## config.mk

```make
export PLATFORM = sky130hd
export DESIGN_NAME = bounded_history_cursor_store_unit_flat
export DESIGN_NICKNAME = d
export VERILOG_FILES = /design/src/rtl/bhcs_pkg.sv /design/src/rtl/bhcs_ifs.sv /design/src/rtl/bounded_history_cursor_store_unit.sv /design/src/flat_wrapper.sv
export VERILOG_INCLUDE_DIRS = /design/src /design/src/rtl
export SDC_FILE = /design/constraint.sdc
export NUM_CORES = 2
export LEC_CHECK = 0
export BUFFER_PORTS_ARGS = -buffer_cell sky130_fd_sc_hd__buf_2
export CAP_MARGIN = 0
export CORE_UTILIZATION = 35
export DETAILED_ROUTE_END_ITERATION = 16
export PLACE_DENSITY = 0.61
export SYNTH_ARGS = -nofsm -noshare
export SYNTH_HDL_FRONTEND = slang
export SYNTH_MEMORY_MAX_BITS = 65536
export SYNTH_SLANG_ARGS = --single-unit
```

## constraint.sdc

```tcl
create_clock -name i_clk -period 45.9 [get_ports i_clk]
set_input_delay 4.59 -clock i_clk [delete_from_list [all_inputs] [get_ports i_clk]]
set_output_delay 4.59 -clock i_clk [all_outputs]
set_load 0.01 [all_outputs]
```

## src/rtl/bounded_history_cursor_store_unit_macros.svh

```systemverilog
// Assertion helpers for the module that checks its own logic.
`ifndef BOUNDED_HISTORY_CURSOR_STORE_UNIT_MACROS_SVH
`define BOUNDED_HISTORY_CURSOR_STORE_UNIT_MACROS_SVH

// The consequent must hold in the same cycle as the antecedent.
`define BHCS_ASSERT_SAME(label, clk, rst_n, ante, cons, msg) \
    label: assert property (@(posedge clk) disable iff (!rst_n) (ante) |-> (cons)) \
        else $error(msg);

// The consequent must hold in the cycle after the antecedent.
`define BHCS_ASSERT_NEXT(label, clk, rst_n, ante, cons, msg) \
    label: assert property (@(posedge clk) disable iff (!rst_n) (ante) |=> (cons)) \
        else $error(msg);

`endif

```

## src/rtl/bhcs_pkg.sv

```systemverilog
package bhcs_pkg;

    // Request codes.
    localparam logic [2:0] REQ_PUSH    = 3'd0;
    localparam logic [2:0] REQ_BACK    = 3'd1;
    localparam logic [2:0] REQ_FORWARD = 3'd2;
    localparam logic [2:0] REQ_READ    = 3'd3;
    localparam logic [2:0] REQ_CLEAR   = 3'd4;

    // Field widths.
    localparam int REQ_W   = 3;
    localparam int EP_W    = 8;
    localparam int ARG_W   = 64;
    localparam int POS_W   = 4;
    localparam int COUNT_W = 5;

    // Register port.
    localparam int APB_AW  = 3;
    localparam int APB_DW  = 32;
    localparam int MAX_W   = 5;
    localparam logic [APB_AW-3:0] REG_MAX_ENTRIES = 1'd0;
    localparam logic [MAX_W-1:0]  MAX_ENTRIES_RST = 5'd16;

    typedef struct packed {
        logic [EP_W-1:0]  endpoint;
        logic [ARG_W-1:0] user_id;
        logic [ARG_W-1:0] arg_first;
        logic [ARG_W-1:0] arg_second;
        logic [ARG_W-1:0] text_ref;
    } t_record;

endpackage

```

## src/rtl/bhcs_ifs.sv

```systemverilog
interface bhcs_req_if;
    logic                        valid;
    logic                        ready;
    logic [bhcs_pkg::REQ_W-1:0]  req_type;
    logic [bhcs_pkg::EP_W-1:0]   endpoint;
    logic [bhcs_pkg::ARG_W-1:0]  user_id;
    logic [bhcs_pkg::ARG_W-1:0]  arg_first;
    logic [bhcs_pkg::ARG_W-1:0]  arg_second;
    logic [bhcs_pkg::ARG_W-1:0]  text_ref;

    modport source (
        output valid, req_type, endpoint, user_id, arg_first, arg_second, text_ref,
        input  ready
    );
    modport sink (
        input  valid, req_type, endpoint, user_id, arg_first, arg_second, text_ref,
        output ready
    );
endinterface

interface bhcs_rsp_if;
    logic                          valid;
    logic                          ready;
    logic                          hit;
    logic [bhcs_pkg::EP_W-1:0]     out_endpoint;
    logic [bhcs_pkg::ARG_W-1:0]    out_user_id;
    logic [bhcs_pkg::ARG_W-1:0]    out_arg_first;
    logic [bhcs_pkg::ARG_W-1:0]    out_arg_second;
    logic [bhcs_pkg::ARG_W-1:0]    out_text_ref;
    logic [bhcs_pkg::POS_W-1:0]    cursor_pos;
    logic [bhcs_pkg::COUNT_W-1:0]  entry_count;

    modport source (
        output valid, hit, out_endpoint, out_user_id, out_arg_first, out_arg_second,
               out_text_ref, cursor_pos, entry_count,
        input  ready
    );
    modport sink (
        input  valid, hit, out_endpoint, out_user_id, out_arg_first, out_arg_second,
               out_text_ref, cursor_pos, entry_count,
        output ready
    );
endinterface

```

## src/rtl/bounded_history_cursor_store_unit.sv

```systemverilog
// Bounded back/forward history of request records. Every item on i_req carries one request:
// push a record, step the cursor back or forward, read the record under the cursor, or clear.
// A push drops the records after the cursor, evicts the oldest ones if the store would exceed
// the bound held in the max_entries register (0 acts as 1, values above HISTORY_DEPTH act as
// HISTORY_DEPTH), appends the record and puts the cursor on it. Each item gives exactly one
// result item on o_rsp, in the cycle after it is accepted, with hit, the selected record (all
// zero on a miss), the cursor position and the record count. The block takes one item in
// every cycle: the whole request is a pointer update plus a single write or a single read of
// the record memory, so the one-port-write, one-port-read memory sets the figure of one item
// per cycle. While a result waits on o_rsp the input stalls; a new item is taken in the same
// cycle as the waiting result leaves. Slots that were never written are never selected, so
// the memory needs no clearing after reset.
// max_entries is register 0 at byte address 0 and should be written only while idle.
module bounded_history_cursor_store_unit #(
    parameter int HISTORY_DEPTH = 16
) (
    input  logic                           i_clk,
    input  logic                           i_rst_n,
    bhcs_req_if.sink                       i_req,
    bhcs_rsp_if.source                     o_rsp,
    input  logic                           psel,
    input  logic                           penable,
    input  logic                           pwrite,
    input  logic [bhcs_pkg::APB_AW-1:0]    paddr,
    input  logic [bhcs_pkg::APB_DW-1:0]    pwdata,
    output logic [bhcs_pkg::APB_DW-1:0]    prdata,
    output logic                           pready
);

    // Slot and cursor width, and record count width.
    localparam int PW = (HISTORY_DEPTH > 1) ? $clog2(HISTORY_DEPTH) : 1;
    localparam int CW = $clog2(HISTORY_DEPTH + 1);
    // Width of the ring sums, wide enough to hold twice the depth.
    localparam int SW = CW + 1;
    // Width used to compare the raw bound against the depth.
    localparam int XW = (SW > bhcs_pkg::MAX_W) ? SW : bhcs_pkg::MAX_W;
    localparam logic [SW-1:0] DEPTH_S = SW'(HISTORY_DEPTH);
    localparam logic [XW-1:0] DEPTH_X = XW'(HISTORY_DEPTH);

    // Control state.
    logic [PW-1:0]                  r_oldest;
    logic [CW-1:0]                  r_count;
    logic [PW-1:0]                  r_cursor;
    logic [bhcs_pkg::MAX_W-1:0]     r_max_entries;
    logic                           r_out_valid;

    // Result register.
    logic                           r_res_hit;
    logic [PW-1:0]                  r_res_cursor;
    logic [CW-1:0]                  r_res_count;
    bhcs_pkg::t_record              r_res_rec;

    // Record memory.
    bhcs_pkg::t_record              r_mem [HISTORY_DEPTH];

    logic [PW-1:0]                  n_oldest;
    logic [CW-1:0]                  n_count;
    logic [PW-1:0]                  n_cursor;
    logic                           n_hit;

    logic                           accept;
    logic                           is_push;
    logic                           cfg_write;
    bhcs_pkg::t_record              in_rec;

    logic [XW-1:0]                  max_x;
    logic [XW-1:0]                  bound_x;
    logic [CW-1:0]                  bound;
    logic [SW-1:0]                  cur_plus1;
    logic                           cur_before_end;
    logic [CW-1:0]                  trunc_count;
    logic [CW-1:0]                  drop;
    logic [SW-1:0]                  evict_sum;
    logic [PW-1:0]                  push_oldest;
    logic [CW-1:0]                  push_held;
    logic [SW-1:0]                  wr_sum;
    logic [PW-1:0]                  wr_slot;
    logic [SW-1:0]                  rd_sum;
    logic [PW-1:0]                  rd_slot;
    logic [PW+bhcs_pkg::POS_W-1:0]  cursor_wide;
    logic [CW+bhcs_pkg::COUNT_W-1:0] count_wide;

    // Handshakes. The result register frees up when its item is taken.
    assign i_req.ready = !r_out_valid || o_rsp.ready;
    assign accept      = i_req.valid && i_req.ready;
    assign is_push     = (i_req.req_type == bhcs_pkg::REQ_PUSH);

    assign in_rec.endpoint   = i_req.endpoint;
    assign in_rec.user_id    = i_req.user_id;
    assign in_rec.arg_first  = i_req.arg_first;
    assign in_rec.arg_second = i_req.arg_second;
    assign in_rec.text_ref   = i_req.text_ref;

    // Register port: one register, always ready.
    assign pready    = 1'b1;
    assign cfg_write = psel && penable && pwrite
                       && (paddr[bhcs_pkg::APB_AW-1:2] == bhcs_pkg::REG_MAX_ENTRIES);
    assign prdata    = (paddr[bhcs_pkg::APB_AW-1:2] == bhcs_pkg::REG_MAX_ENTRIES)
                       ? {{(bhcs_pkg::APB_DW - bhcs_pkg::MAX_W){1'b0}}, r_max_entries} : '0;

    // Effective bound, clamped to one through the depth.
    always_comb begin
        max_x = XW'(r_max_entries);
        if (max_x == '0) begin
            bound_x = XW'(1);
        end else if (max_x > DEPTH_X) begin
            bound_x = DEPTH_X;
        end else begin
            bound_x = max_x;
        end
        bound = CW'(bound_x);
    end

    // Push path: truncate after the cursor, evict the oldest records if needed,
    // then find the slot of the new record.
    always_comb begin
        cur_plus1      = SW'(r_cursor) + SW'(1);
        cur_before_end = cur_plus1 < SW'(r_count);
        trunc_count    = (r_count != '0 && cur_before_end) ? CW'(cur_plus1) : r_count;
        drop           = trunc_count - bound + CW'(1);
        evict_sum      = SW'(r_oldest) + SW'(drop);
        if (trunc_count >= bound) begin
            push_oldest = (evict_sum >= DEPTH_S) ? PW'(evict_sum - DEPTH_S) : PW'(evict_sum);
            push_held   = bound - CW'(1);
        end else begin
            push_oldest = r_oldest;
            push_held   = trunc_count;
        end
        wr_sum  = SW'(push_oldest) + SW'(push_held);
        wr_slot = (wr_sum >= DEPTH_S) ? PW'(wr_sum - DEPTH_S) : PW'(wr_sum);
    end

    // Next state for each request.
    always_comb begin
        n_oldest = r_oldest;
        n_count  = r_count;
        n_cursor = r_cursor;
        n_hit    = 1'b0;
        case (i_req.req_type)
            bhcs_pkg::REQ_PUSH: begin
                n_oldest = push_oldest;
                n_count  = push_held + CW'(1);
                n_cursor = PW'(push_held);
                n_hit    = 1'b1;
            end
            bhcs_pkg::REQ_BACK: begin
                if (r_count != '0 && r_cursor != '0) begin
                    n_cursor = r_cursor - PW'(1);
                    n_hit    = 1'b1;
                end
            end
            bhcs_pkg::REQ_FORWARD: begin
                if (cur_before_end) begin
                    n_cursor = PW'(cur_plus1);
                    n_hit    = 1'b1;
                end
            end
            bhcs_pkg::REQ_READ: begin
                n_hit = (r_count != '0);
            end
            bhcs_pkg::REQ_CLEAR: begin
                n_oldest = '0;
                n_count  = '0;
                n_cursor = '0;
            end
            default: begin
                n_hit = 1'b0;
            end
        endcase
    end

    // Slot under the cursor after the move, for the non-push requests.
    always_comb begin
        rd_sum  = SW'(r_oldest) + SW'(n_cursor);
        rd_slot = (rd_sum >= DEPTH_S) ? PW'(rd_sum - DEPTH_S) : PW'(rd_sum);
    end

    always_ff @(posedge i_clk) begin
        if (!i_rst_n) begin
            r_oldest      <= '0;
            r_count       <= '0;
            r_cursor      <= '0;
            r_max_entries <= bhcs_pkg::MAX_ENTRIES_RST;
            r_out_valid   <= 1'b0;
        end else begin
            if (cfg_write) begin
                r_max_entries <= pwdata[bhcs_pkg::MAX_W-1:0];
            end
            if (accept) begin
                r_oldest    <= n_oldest;
                r_count     <= n_count;
                r_cursor    <= n_cursor;
                r_out_valid <= 1'b1;
            end else if (o_rsp.ready) begin
                r_out_valid <= 1'b0;
            end
        end
    end

    // A push returns the record it writes; other requests read the memory.
    always_ff @(posedge i_clk) begin
        if (accept && is_push) begin
            r_mem[wr_slot] <= in_rec;
        end
        if (accept) begin
            r_res_hit    <= n_hit;
            r_res_cursor <= n_cursor;
            r_res_count  <= n_count;
            r_res_rec    <= is_push ? in_rec : r_mem[rd_slot];
        end
    end

    assign cursor_wide = (PW + bhcs_pkg::POS_W)'(r_res_cursor);
    assign count_wide  = (CW + bhcs_pkg::COUNT_W)'(r_res_count);

    assign o_rsp.valid          = r_out_valid;
    assign o_rsp.hit            = r_res_hit;
    assign o_rsp.out_endpoint   = r_res_hit ? r_res_rec.endpoint   : '0;
    assign o_rsp.out_user_id    = r_res_hit ? r_res_rec.user_id    : '0;
    assign o_rsp.out_arg_first  = r_res_hit ? r_res_rec.arg_first  : '0;
    assign o_rsp.out_arg_second = r_res_hit ? r_res_rec.arg_second : '0;
    assign o_rsp.out_text_ref   = r_res_hit ? r_res_rec.text_ref   : '0;
    assign o_rsp.cursor_pos     = cursor_wide[bhcs_pkg::POS_W-1:0];
    assign o_rsp.entry_count    = count_wide[bhcs_pkg::COUNT_W-1:0];

`include "bounded_history_cursor_store_unit_macros.svh"

    // An empty store keeps the cursor at zero.
    `BHCS_ASSERT_SAME(a_empty_cursor_zero, i_clk, i_rst_n, r_count == '0, r_cursor == '0, "cursor moved in an empty store")
    // A non-empty store keeps the cursor on a held record.
    `BHCS_ASSERT_SAME(a_cursor_in_range, i_clk, i_rst_n, r_count != '0, SW'(r_cursor) < SW'(r_count), "cursor beyond the held records")
    // A push always gives a hit with the cursor on the newest record.
    `BHCS_ASSERT_NEXT(a_push_hits, i_clk, i_rst_n, accept && is_push, r_out_valid && r_res_hit && (SW'(r_res_cursor) + SW'(1) == SW'(r_res_count)), "push did not land on the newest record")

endmodule

```

## src/flat_wrapper.sv

```systemverilog
// flat-port wrapper written by rule: the top's interface ports become plain ports
module bounded_history_cursor_store_unit_flat 
#(
    parameter int HISTORY_DEPTH = 16
)
  (i_clk, i_rst_n, psel, penable, pwrite, paddr, pwdata, prdata, pready, i_req_valid, i_req_req_type, i_req_endpoint, i_req_user_id, i_req_arg_first, i_req_arg_second, i_req_text_ref, i_req_ready, o_rsp_valid, o_rsp_hit, o_rsp_out_endpoint, o_rsp_out_user_id, o_rsp_out_arg_first, o_rsp_out_arg_second, o_rsp_out_text_ref, o_rsp_cursor_pos, o_rsp_entry_count, o_rsp_ready);
  bhcs_req_if i_req_i ();
  bhcs_rsp_if o_rsp_i ();
  input  logic i_clk;
  input  logic i_rst_n;
  input  logic psel;
  input  logic penable;
  input  logic pwrite;
  input  logic [bhcs_pkg::APB_AW-1:0] paddr;
  input  logic [bhcs_pkg::APB_DW-1:0] pwdata;
  output logic [bhcs_pkg::APB_DW-1:0] prdata;
  output logic pready;
  input wire logic [$bits(i_req_i.valid)-1:0] i_req_valid;
  input wire logic [$bits(i_req_i.req_type)-1:0] i_req_req_type;
  input wire logic [$bits(i_req_i.endpoint)-1:0] i_req_endpoint;
  input wire logic [$bits(i_req_i.user_id)-1:0] i_req_user_id;
  input wire logic [$bits(i_req_i.arg_first)-1:0] i_req_arg_first;
  input wire logic [$bits(i_req_i.arg_second)-1:0] i_req_arg_second;
  input wire logic [$bits(i_req_i.text_ref)-1:0] i_req_text_ref;
  output wire logic [$bits(i_req_i.ready)-1:0] i_req_ready;
  output wire logic [$bits(o_rsp_i.valid)-1:0] o_rsp_valid;
  output wire logic [$bits(o_rsp_i.hit)-1:0] o_rsp_hit;
  output wire logic [$bits(o_rsp_i.out_endpoint)-1:0] o_rsp_out_endpoint;
  output wire logic [$bits(o_rsp_i.out_user_id)-1:0] o_rsp_out_user_id;
  output wire logic [$bits(o_rsp_i.out_arg_first)-1:0] o_rsp_out_arg_first;
  output wire logic [$bits(o_rsp_i.out_arg_second)-1:0] o_rsp_out_arg_second;
  output wire logic [$bits(o_rsp_i.out_text_ref)-1:0] o_rsp_out_text_ref;
  output wire logic [$bits(o_rsp_i.cursor_pos)-1:0] o_rsp_cursor_pos;
  output wire logic [$bits(o_rsp_i.entry_count)-1:0] o_rsp_entry_count;
  input wire logic [$bits(o_rsp_i.ready)-1:0] o_rsp_ready;
  assign i_req_i.valid = i_req_valid;
  assign i_req_i.req_type = i_req_req_type;
  assign i_req_i.endpoint = i_req_endpoint;
  assign i_req_i.user_id = i_req_user_id;
  assign i_req_i.arg_first = i_req_arg_first;
  assign i_req_i.arg_second = i_req_arg_second;
  assign i_req_i.text_ref = i_req_text_ref;
  assign i_req_ready = i_req_i.ready;
  assign o_rsp_valid = o_rsp_i.valid;
  assign o_rsp_hit = o_rsp_i.hit;
  assign o_rsp_out_endpoint = o_rsp_i.out_endpoint;
  assign o_rsp_out_user_id = o_rsp_i.out_user_id;
  assign o_rsp_out_arg_first = o_rsp_i.out_arg_first;
  assign o_rsp_out_arg_second = o_rsp_i.out_arg_second;
  assign o_rsp_out_text_ref = o_rsp_i.out_text_ref;
  assign o_rsp_cursor_pos = o_rsp_i.cursor_pos;
  assign o_rsp_entry_count = o_rsp_i.entry_count;
  assign o_rsp_i.ready = o_rsp_ready;
  bounded_history_cursor_store_unit #(.HISTORY_DEPTH(HISTORY_DEPTH)) u_core (.i_clk(i_clk), .i_rst_n(i_rst_n), .i_req(i_req_i), .o_rsp(o_rsp_i), .psel(psel), .penable(penable), .pwrite(pwrite), .paddr(paddr), .pwdata(pwdata), .prdata(prdata), .pready(pready));
endmodule
```

# After elaboration in Yosys (flattened, before gate mapping)
# Memory sizes are Yosys's and may differ from the RTL's.
# Cells that the tools add are included.
classes:
  mux: 27
  n_bitwise: 1
  n_eq_ne: 4
  n_lt_le_gt_ge: 6
  n_reduce_logical: 16
  addsub: 12
op_table:
  columns: ["operator", "count"]
  rows:
  - ["$mux 264", 1]
  - ["$mux 64", 4]
  - ["$mux 5", 5]
  - ["$mux 4", 6]
  - ["$pmux 4 s4", 1]
  - ["$sub 4x1->4 const B", 4]
  - ["$add 4x5->6", 2]
  - ["$ge 6x5->1 const B", 2]
  - ["$add 5x1->5 const B", 2]
  - ["$pmux 5 s2", 1]
  - ["$mux 8", 1]
  - ["$pmux 4 s2", 1]
  - ["$logic_and 1x1->1", 7]
  - ["$eq 3x2->1 const B", 2]
  - ["$lt 6x5->1", 1]
  - ["$mux 1", 6]
  - ["$add 4x1->5 const B", 1]
  - ["$add 4x4->5", 1]
  - ["$ge 5x5->1", 1]
  - ["$ge 5x5->1 const B", 1]
  - ["$gt 5x5->1 const B", 1]
  - ["$logic_not 5->1", 1]
  - ["$reduce_bool 5->1", 1]
  - ["$sub 5x1->5 const B", 1]
  - ["other kinds (11)", 12]
totals:
  in_bits: 309
  n_memories: 1
  out_inout_bits: 309
  ram_bits: 4224
  reg_bits: 293
memory_table:
  columns: ["memory", "depth", "width", "read_ports", "rd_clocked_by_memory_dff", "write_ports", "line_no", "rtl"]
  rows:
  - ["u_core.r_mem", 16, 264, 1, 0, 1, "bounded_history_cursor_store_unit.sv:54", "bhcs_pkg::t_record r_mem [HISTORY_DEPTH];"]

# Longest topological paths before layout
depth:
  depth_word: 13
  depth_mapped: 29
  ltp_nobuf: 26

# Least setup slack after synthesis
# Ideal clock, no wire load.
synth_path:
  kind: "input -> register"
  startpoint: "input port o_rsp_ready"
  endpoint: "memory u_core.r_mem[13][0] (netlist bit), enable pin"
  arrival_ps: 22758
  required_time_ps: 45006
  path_stages: 7
  setup_time_ps: 894
  setup_slack_ps: 22248
  cell_sequence: "nand2b_1 -> nand2_1 -> inv_1 -> nand2b_1 -> nor2_1 -> nand3_1 -> nor2_1"
synth_via:
  elab_chain_cells: 5
synth_rtl:
  columns: ["element", "line_no", "rtl"]
  rows:
  - ["start: declaration", "flat_wrapper.sv:35", "input wire logic [$bits(o_rsp_i.ready)-1:0] o_rsp_ready;"]
  - ["$logic_or 1x1->1", "bounded_history_cursor_store_unit.sv:84", "assign i_req.ready = !r_out_valid || o_rsp.ready;"]
  - ["$logic_and 1x1->1", "bounded_history_cursor_store_unit.sv:85", "assign accept = i_req.valid && i_req.ready;"]
  - ["net u_core.accept", "bounded_history_cursor_store_unit.sv:61", "logic accept;"]
  - ["$logic_and 1x1->1", "bounded_history_cursor_store_unit.sv:202", "if (accept && is_push) begin"]
  - ["$mux 1", "bounded_history_cursor_store_unit.sv:202", null]
  - ["$mux 1 (not written as such)", "bounded_history_cursor_store_unit.sv:203", "r_mem[wr_slot] <= in_rec;"]
  - ["end: declaration", "bounded_history_cursor_store_unit.sv:54", null]
# The timed path passes the listed nets, and every way through them passes these cells.

# Worst setup path after layout
layout_path:
  startpoint: "input port i_req_req_type[2]"
  endpoint: "register u_core.r_res_rec[193] (netlist bit) (data pin)"
layout_via:
  elab_chain_cells: 7
  elab_cells_between_ends: 11
  classes_between: "add/sub (2); order compare (1); eq/ne (3); mux (3); reduce/logical (1); memory (1)"
layout_rtl:
  columns: ["element", "line_no", "rtl"]
  rows:
  - ["start: declaration", "flat_wrapper.sv:19", "input wire logic [$bits(i_req_i.req_type)-1:0] i_req_req_type;"]
  - ["$eq 3x3->1, or another cell as far along", "bounded_history_cursor_store_unit.sv:139", "case (i_req.req_type)"]
  - ["$pmux 4 s4 *", "bounded_history_cursor_store_unit.sv:139", null]
  - ["net u_core.n_cursor[0]", "bounded_history_cursor_store_unit.sv:58", "logic [PW-1:0] n_cursor;"]
  - ["$add 4x4->5 *", "bounded_history_cursor_store_unit.sv:174", "rd_sum = SW'(r_oldest) + SW'(n_cursor);"]
  - ["$sub 4x1->4 / $ge 5x5->1 (equally long branches)", "bounded_history_cursor_store_unit.sv:175", "rd_slot = (rd_sum >= DEPTH_S) ? PW'(rd_sum - DEPTH_S) : PW'(rd_sum);"]
  - ["$mux 4 *", "bounded_history_cursor_store_unit.sv:175", null]
  - ["$mem_v2 16x264 *", null, null]
  - ["$mux 264 *", "bounded_history_cursor_store_unit.sv:209", "r_res_rec <= is_push ? in_rec : r_mem[rd_slot];"]
  - ["end signal: assignment", "bounded_history_cursor_store_unit.sv:209", null]
  - ["end: declaration", "bounded_history_cursor_store_unit.sv:51", "bhcs_pkg::t_record r_res_rec;"]
# Mark *: on every way through the listed nets, which the timed path passes. The rest lies on a longest branch.
# A chain may end at the register's enable or synchronous reset.

==> metrics.md <==
| Metric | Value |
|---|---|
| Reg2reg end | u_core.r_res_rec[193] |
| Max Cap Viol | 0 |
| RSZ-0062 raised after global routing | no |
| Share of cells above drive strength 1 | roughly 32% |
| Number of global-route vias before repair | 87706 |
| Synth top area cells | edfxtp_1, mux4_2, a211oi_2, nor2_1, mux2_2 |
| Synth Area per Inst | approximately 22 sq um |
| Port Buffers | 560 |
| Cell area after synthesis | approximately 0.18 sq mm |
| Worst hold slack | around 0.55 ns |
| Final hold vios | 0 |
| Startpoint Class | input pin |
| Reg2reg setup slack | around 34 ns |
| Final instance area | about 0.20 sq mm |
| Post-DP Area | 0.188 sq mm |
| GP Congestion | 0.747 |
| Grt ovf | 0 |
| Worst r2r src | u_core.r_cursor[0] |
| Final min period | around 12 ns |
| Post-synthesis sequential area ratio | around three quarters |
| Worst Min Path Start | u_core.r_count[3] |
| Worst endpoint required time | 46.72 ns |
| TritonCTS clock tree | yes |
| Setup bufs post-CTS | 0 |
| TritonCTS Sinks | between 4000 and 5000 |
| Drt drc | 0 |
| Die Ht | a little over 700 um |
| Clk root buf | clkbuf_16 |
| Clock skew | between 0.09 and 0.1 ns |
| Clk Latency, worst-skew pair | 1.03 ns |
| Pwr/cell area | roughly 44 mW/mm^2 |
| Area delta synth->final | 14.2% |
| Final setup fails | 0 |
| Yosys top cell by area | edfxtp_1 |
| Placed cells | 15156 |
| CP Class | in -> reg |
| Status | complete, no violations |
| Initial Utilization | between 30% and 40% |
| Peak VDD IR | approximately 0.038 mV |
| Max Root-Sink Buffers | 4 |
| Worst rel slew slack | under 10% |
| Setup TNS | 0 ns |
| Clock transition at path regs | around 0.060 ns |
| Final slew viol count | 0 |
| Period utilisation layout | around 27% |
| H-tree lvl count | 5 |
| Post-synthesis register bit count | between 4000 and 5000 |
| ANT nets after route | 0 |
| Depth of the most critical reg-to-reg path | 26 |
| First-pass GRT wire length | approximately 620000 um |
| Top-count cell post-synth | edfxtp_1 |
| Top cells by instance count after synthesis | edfxtp_1, mux4_2, nor2_1 |
| Gate Count Post-Synth | just over 8000 |
| Die W | 713 um |
| Synth warn | 0 |
| Vias per Instance | 5.24 |
| CTS Hold Bufs | 0 |
| CP endpoint kind | flip-flop |
| Post-synthesis cell type count | a little over 60 |
| 1st-iter DRT viols | ~7800 |
| Lkg Pwr | between 60 and 70 nW |
| Hold path endpoint | u_core.r_count[3] |
| Total core area | 0.503 sq mm |
| Drt pass-1 iters | 6 |
| Die area | between 0.5 and 0.6 sq mm |
| Hold Crit Depth | 2 |
| Top cell type's share of synthesized area | 76.3% |
| Layout Cells excl Fill | ~16000 |
| Overall routed net length | between 400000 and 500000 um |
| # resized after CTS | 0 |
| Pin count of the biggest net entering global routing | 161 |
| Hold Crit Class | reg -> reg |
| Ports | around 620 |
| Post-synth EDFFs | between 4000 and 5000 |
| CTS buffer count | 454 |
| Layout Nets | roughly 9000 |
| Commonest register cell after synthesis | edfxtp_1 |
| Per-cell routed wire length | ~27 um |
| Asr flop ratio synth | 0% |
| Tot GR Track Use | between 15 and 20% |
| Vias | about 84000 |
| Max Clk Rate | 0.0802 GHz |
| Post-DP HPWL | approximately 230000 um |
| Initial antenna violation count | around 140 |
| # rows | between 200 and 300 |
| Tot Pwr | a little under 9 mW |
| Worst Path Max Fanout | 141 |
| Tightest Pin Transition | between 1 and 1.5 ns |
| Worst EP arrival | 13.28 ns |
## metrics by stage
stage / util, % / setup WS (ns)
after CTS: 40.2 / 33.62
after detailed placement: 37.4 / 32.54
after global routing: 40.2 / 33.21
final: 40.2 / 33.43
after floorplan: - / 22.25
after global placement: 37.4 / 32.55
## power by group
part | internal (mW) | switching, mW
clock network | 1.99 | 1.58
registers | 4.59 | 0.0225
logic | 0.315 | 0.387
## cell usage in the layout (no fill, tap or decap), types with 37 or more instances in the layout
cell       Yosys  layout
mux2_2       265     265
diode_2        0      48
edfxtp_1    4498    4498
clkinv_1       1     116
nand2_1       38      37
clkbuf_16      0     454
buf_4         56     165
a211oi_2     265     264
nor2_1       826     809
clkbuf_1     341     111
clkinv_2       0      84
and2_1       266     266
buf_2          1     560
mux2i_1      272     272
mux4_2      1056    1056
## per-layer routing
layer	global-route usage, %	vias up	wire length [um]
li1	-	35141	-
met1	22.3	45580	183000
met2	28.5	2566	218000
met3	2.25	762	21700
met4	4.16	40	10500
met5	0	-	239
## state kept, by name, indices dropped and copies added (netlist names)
register,flops
u_core.r_mem,4224
u_core.r_res_rec,264
u_core.o_rsp.entry_count,5
u_core.r_count,5
u_core.r_max_entries,5
u_core.o_rsp.cursor_pos,4
u_core.r_cursor,4
u_core.r_oldest,4
u_core.o_rsp.hit,1
u_core.o_rsp.valid,1
## worst max-delay path: stages
cell,delay (ns)
buf_2,0.22
or3_4,0.62
o21ai_0,0.32
a21boi_0,0.64
ha_4,0.23
inv_1,0.06
fa_4,1.31
buf_12,0.52
buf_4,0.82
buf_12,0.70
buf_4,0.86
buf_4,0.89
mux4_2,0.36
nor2_1,0.04
mux2_2,0.31
a211oi_2,0.15
## worst max-delay path by stage
stage               slack (ns)         startpoint                     to
floorplan                22.25        o_rsp_ready    u_core.r_mem[13][0]
global placement         32.55  i_req_req_type[2]  u_core.r_res_rec[198]
detailed placement       32.54  i_req_req_type[2]  u_core.r_res_rec[221]
CTS                      33.62  i_req_req_type[1]  u_core.r_res_rec[212]
global route             33.21  i_req_req_type[2]  u_core.r_res_rec[198]
finish                   33.43  i_req_req_type[2]  u_core.r_res_rec[193]
## final cells by class
type | count | area, sq um
Clock inverter | 281 | 2580
Inverter | 19 | 78.8
Tap cell | 6681 | 8360
Clock buffer | 565 | 11800
Sequential cell | 4517 | 135000
Fill cell | 43898 | 300000
Timing Repair Buffer | 746 | 4460
Multi-Input combinational cell | 3193 | 39400
Antenna cell | 48 | 120
## kinds of logic after synthesis
family,count (synthesis),share of synthesized area (%)
adder cells (fa/ha/maj),29,0.218
AND/OR/NAND/NOR,1186,2.97
flip-flops,4517,76.5
buffers and inverters,499,1.43
XOR/XNOR,18,0.113
multiplexers,1593,16.6
other,2,0.00424
AO/OA/AOI/OAI,339,2.15
Note: power is estimated with default switching activity, not from simulation.
